File: config.mk
export PLATFORM = sky130hd
export DESIGN_NAME = csd_merge
export DESIGN_NICKNAME = d
export VERILOG_FILES = /design/src/hw/rtl/csd_pkg.sv /design/src/hw/rtl/csd_merge.sv
export SDC_FILE = /design/constraint.sdc
export NUM_CORES = 2
export LEC_CHECK = 0
export ABC_AREA = 1
export BUFFER_PORTS_ARGS = -buffer_cell sky130_fd_sc_hd__buf_2
export CAP_MARGIN = 30
export CORE_UTILIZATION = 45
export CTS_CLUSTER_DIAMETER = 200
export CTS_CLUSTER_SIZE = 25
export DETAILED_ROUTE_END_ITERATION = 16
export PLACE_DENSITY = 0.61
export RECOVER_POWER = 25
export SYNTH_ARGS = -nofsm -noshare
export SYNTH_HDL_FRONTEND = slang
export SYNTH_SLANG_ARGS = --single-unit
File: constraint.sdc
create_clock -name clk -period 9 [get_ports clk]
set_clock_uncertainty 0.2 [all_clocks]
set_input_delay 0.45 -clock clk [delete_from_list [all_inputs] [get_ports clk]]
set_output_delay 0.45 -clock clk [all_outputs]
set_load 0.05 [all_outputs]
File: src/hw/rtl/csd_pkg.sv
`timescale 1ns / 1ps
`default_nettype none

package csd_pkg;

  // number of axes that take part in the update
  localparam int AXES  = 3;
  // lanes carried by one item (x, y, z)
  localparam int LANES = 3;

  localparam int CFG_IDX_W = 2;
  localparam int CFG_DATA_W = 32;

  typedef enum logic [CFG_IDX_W-1:0] {
    CFG_STEP_GAIN   = 2'd0,
    CFG_MAX_STEP    = 2'd1,
    CFG_FORCE_LIMIT = 2'd2
  } cfg_idx_t;

  typedef logic signed [31:0] word_t;
  typedef logic [31:0]        mag_t;
  typedef logic [30:0]        lim_t;
  typedef logic [63:0]        prod_t;

  // per-stage load enables, stage 5 is the output register
  typedef struct packed {
    logic s1;
    logic s2;
    logic s3;
    logic s4;
    logic s5;
  } pipe_en_t;

endpackage

`default_nettype wire

File: src/hw/rtl/csd_merge.sv
`timescale 1ns / 1ps
`default_nettype none

module csd_merge (
  input  wire logic              clk,
  input  wire logic              rst_n,
  input  wire csd_pkg::pipe_en_t en,
  input  wire logic              v4,
  input  wire csd_pkg::word_t    pos_in [csd_pkg::LANES],
  input  wire csd_pkg::prod_t    sq_in  [csd_pkg::LANES],
  input  wire logic              last_in,
  input  wire csd_pkg::lim_t     force_limit,
  output csd_pkg::word_t         new_pos [csd_pkg::LANES],
  output logic                   end_of_step,
  output logic                   converged
);

  csd_pkg::prod_t sum4_r;
  csd_pkg::word_t pos4_r [csd_pkg::LANES];
  logic           last4_r;

  csd_pkg::word_t pos5_r [csd_pkg::LANES];
  logic           eos5_r;
  logic           conv5_r;

  csd_pkg::prod_t max_r;
  logic [61:0]    lim_sq_r;

  csd_pkg::prod_t sum_nxt;
  csd_pkg::prod_t max_nxt;

  // each square is at most 2^62, so three of them never wrap 64 bits
  always_comb begin
    sum_nxt = '0;
    for (int j = 0; j < csd_pkg::LANES; j++) begin
      sum_nxt = sum_nxt + sq_in[j];
    end
  end

  assign max_nxt = (sum4_r > max_r) ? sum4_r : max_r;

  always_ff @(posedge clk) begin
    if (en.s4) begin
      sum4_r  <= sum_nxt;
      pos4_r  <= pos_in;
      last4_r <= last_in;
    end
    if (en.s5) begin
      pos5_r  <= pos4_r;
      eos5_r  <= last4_r;
      conv5_r <= last4_r && (max_nxt < {2'b00, lim_sq_r});
    end
  end

  always_ff @(posedge clk) begin
    if (!rst_n) begin
      max_r    <= '0;
      lim_sq_r <= '0;
    end else begin
      lim_sq_r <= 62'(force_limit) * 62'(force_limit);
      if (en.s5 && v4) begin
        max_r <= last4_r ? '0 : max_nxt;
      end
    end
  end

  assign new_pos     = pos5_r;
  assign end_of_step = eos5_r;
  assign converged   = conv5_r;

endmodule

`default_nettype wire
Word level (Yosys, flattened, before mapping) --
Cells that the tools add are included.
Cells by class: add/sub/neg operators 2, $mul 1, magnitude comparators 2, muxes and demuxes 2, reductions and logical operators 2
Operators by type and width (number):
- adder 64 bit | 2
- two-way mux 64 bit | 2
- greater-than comparator 64 bit | 1
- < comparator 64 x 62 -> 1 bit | 1
- multiplier 31 x 31 -> 62 bit | 1
- logical AND 1 bit | 2
Word-level totals: register bits after elaboration 385, bits of input ports 328, output and inout bits 98, word-level logic and storage cells 21

Longest topological paths before layout --
depth after elaboration 4, gate-level depth with buffers 33

Worst setup path before layout --
OpenSTA, ideal clock, no wires.
path kind input port to flip-flop, start point input port force_limit[25], end point register lim_sq_r[58], arrival 6.923 ns, data required time 8.687 ns, setup slack 1.764 ns, cell stages on the path 31, path buffers 2, path through clkbuf_1 clkbuf_1 nand2_1 fa_1 inv_1 fa_1 fa_1 inv_1 fa_1 inv_1 fa_1 fa_1 fa_1 inv_1 fa_1 inv_1 ha_1 a21oi_1 inv_1 a21oi_1 nor2_1 nor2_1 inv_1 a31oi_1 nand3_1 a21oi_2 o21ai_1 a21boi_1 nand2_1 nand2_1 nor2_1
On the way: word-level cells in the longest chain between the ends 1
Ends and longest elaborated chain:
- start: declaration | RTL line csd_merge.sv:12 | input wire csd_pkg::lim_t force_limit,
- multiplier 31 x 31 -> 62 bit | RTL line csd_merge.sv:60 | lim_sq_r <= 62'(force_limit) * 62'(force_limit);
- end signal: assignment | RTL line csd_merge.sv:60
- end: declaration | RTL line csd_merge.sv:27 | logic [61:0] lim_sq_r;
Every way passes these cells. A chain may end at the register's enable or synchronous reset.

Worst setup path in the final report --
start point input port force_limit[15], end point register lim_sq_r[59]
The elaborated chain is that of the path after synthesis.

==> impl_results.md <==
- Commonest non-fill, non-tap cell in the layout: inv_1
- Die W: 330 um
- # IOs: 426
- Final cycle utilization of the critical path: 85.9%
- CP Buf/Inv Count: 7
- Final hold violations: 0
- Fmax: 0.129 GHz
- Post-synth ARST share: 0%
- WL final: 117000 um
- CTS tree: done
- Busiest grt layer: met2
- Crit start category: input pin
- Worst path top cell family by delay: adder cells
- Hold Buf Count CTS: 97
- Met1 Usage GRT: 29.4%
- Status: finished with violations
- Mean post-synth cell area: 9.11 um^2
- Max_cap viols: 1
- Number of global-route vias before repair: 36700
- CTS Sinks: 384
- # setup viols final: 0
- Hold Path Depth: 3
- TritonCTS Buffers: 19
- Core ar.: 107000 um^2
- Via Count: 35200
- Slew Viols, Final: 22
- Fraction of layout cells with a size suffix above 1: 10.9%
- Worst hold path endpoint: sum4_r[1]
- Clock latency on the worst-skew pair: 0.54 ns
- Main synth FF type: edfxtp_1
- Drt wl/cell: 16.3 um
- Layout area overhead: 10.6%
- WP data arrival: 7.98 ns
- Initial antenna violation count: 2
- Worst EP required: 9.25 ns
- Drc violations: 0
- Final std cells w/o fill: 7182
- Synth Net Count: 6920
- Sequential area share after synthesis: 21.2%
- Row count: 120
- Clock transition at path regs: 0.09 ns
- ANT nets after route: 0
- R2R depth: 19
- RD Place Congestion: 0.918
- Clk root buf: clkbuf_16
- Final min period: 7.73 ns
- Flop-to-flop setup slack: 3.52 ns
- Post-CTS resize count: 0
- Worst Path Max Fanout: 18
- Mapped cell area: 48500 um^2
- IO Port Bufs: 422
- Flops & latches, synth: 384
- Gr ovfl total: 0
- Met2 Use GR: 39.1%
- Filler cells: 10200
- Slowest CP cell: fa_1
- Yosys warns: 0
- CP max stage delay: 0.60 ns
- Critical path class: in2reg
- Hold_sp: sq_in[65]
- # placed instances: 7050
- Deepest clock path buffer count: 3
- Placed wire-length estimate: 96400 um
- Initial Utilization: 45.3%
- RSZ-0062 raised after global routing: false
- Critical path capture point type: register
- Total track usage: 21.9%
- Slew @ Worst Pin: 1.69 ns
- Cells after Synth: 5323
- R2R Path Start: sum4_r[63]
- Iter 0 DRT Violations: 2050
- Most frequent cells in the layout: inv_1 (1473), nand2_1 (894), fa_1 (813), ha_1 (456), buf_2 (420)
- Post-CTS setup buffer count: 0
- Die footprint: 109000 um^2
- H-tree Lvls: 1
- Post-synth EDFFs: 259
- Largest net degree at the start of global routing: 88
- Drt pass-1 iters: 6
- Slew HR: -12.6%
- Worst R2R End: converged
- Setup TNS: 0 ns
- Final net count: 7362
- Met3 Usage GRT: 2.32%
- Synth cell types: 61
- Most used cell, CP: fa_1
- Worst hold path class: in2reg
- First-pass GRT wire length: 191000 um
- Failing checks: max-capacitance violations, max-slew violations
- Die Y: 330 um
- Vias/cell: 4.90
## tightest hold or removal path, stage by stage
cell,delay (ns)
buf_2,0.09
fa_1,0.15
ha_1,0.14
## through the flow
step	util [%]	setup WS, ns	hold slack, ns	area (um^2)
after floorplan	-	1.76	0.200	48500
after global placement	48.7	0.799	0.200	52100
after detailed placement	48.8	0.787	0.205	52100
after CTS	50.2	1.31	0.135	53600
after global routing	50.2	0.853	0.208	53600
final	50.2	1.27	0.206	53600
## sequential cells by signal (all words and copies together), names as in the netlist
register,cells
converged,1
end_of_step,1
last4_r,1
lim_sq_r,61
max_r,64
new_pos,96
pos4_r,96
sum4_r,64
## final cells by class
| cell class | count | area (um^2) | area share (%) |
|---|---|---|---|
| multi-input combinational | 3320 | 32100 | 59.8 |
| sequential | 384 | 10300 | 19.2 |
| inverter | 1485 | 5580 | 10.4 |
| timing repair buffer | 555 | 3380 | 6.30 |
| tap | 1403 | 1760 | 3.27 |
| clock buffer | 31 | 520 | 0.970 |
| clock inverter | 2 | 25.0 | 0.0467 |
| antenna | 2 | 5.00 | 0.00933 |
## Yosys cell counts, types with 18 or more instances
cell type,count,area (um^2)
nor3_1,18,90.1
nand2_1,895,3360
o21ai_1,18,90.1
inv_1,1474,5530
o21a_1,28,210
nand3_1,41,205
a31oi_1,44,275
fa_1,813,16300
ha_1,456,5710
nor2_1,271,1020
xor2_1,58,508
edfxtp_1,259,7780
dfxtp_1,125,2500
a21oi_1,329,1650
xnor2_1,30,263
a21oi_2,69,604
o21ai_0,89,445
clkbuf_1,113,424
## cell families (layout without fill, tap and decap cells)
logic type | count (synthesis) | count (layout) | share of synthesized area (%)
compound gates | 678 | 678 | 8.76
xor+xnor | 88 | 88 | 1.59
fa+ha+maj | 1269 | 1269 | 45.3
buf+inv | 1619 | 2073 | 12.6
flops | 384 | 384 | 21.2
other cells | 0 | 2 | 0
simple gates | 1285 | 1285 | 10.5
## how the worst max path moves through the flow
stage / end / cells after the start / slack, ns / from
5_1_grt: lim_sq_r[58] / 30 / 0.85 / force_limit[11]
3_5_place_dp: lim_sq_r[58] / 30 / 0.79 / force_limit[11]
4_1_cts: lim_sq_r[59] / 26 / 1.31 / force_limit[15]
2_1_floorplan: lim_sq_r[58] / 31 / 1.76 / force_limit[25]
6_report: lim_sq_r[59] / 26 / 1.27 / force_limit[15]
3_3_place_gp: lim_sq_r[58] / 30 / 0.80 / force_limit[7]
## per-layer routing
metal | vias to the layer above | wire length, um
li1 | 17000 | -
met1 | 17300 | 50300
met2 | 781 | 59400
met3 | 100 | 5690
met4 | 2 | 1620
met5 | - | 10
Power is not shown: default switching activity piles up to over one toggle a cycle in this logic, so the estimate is an artifact.
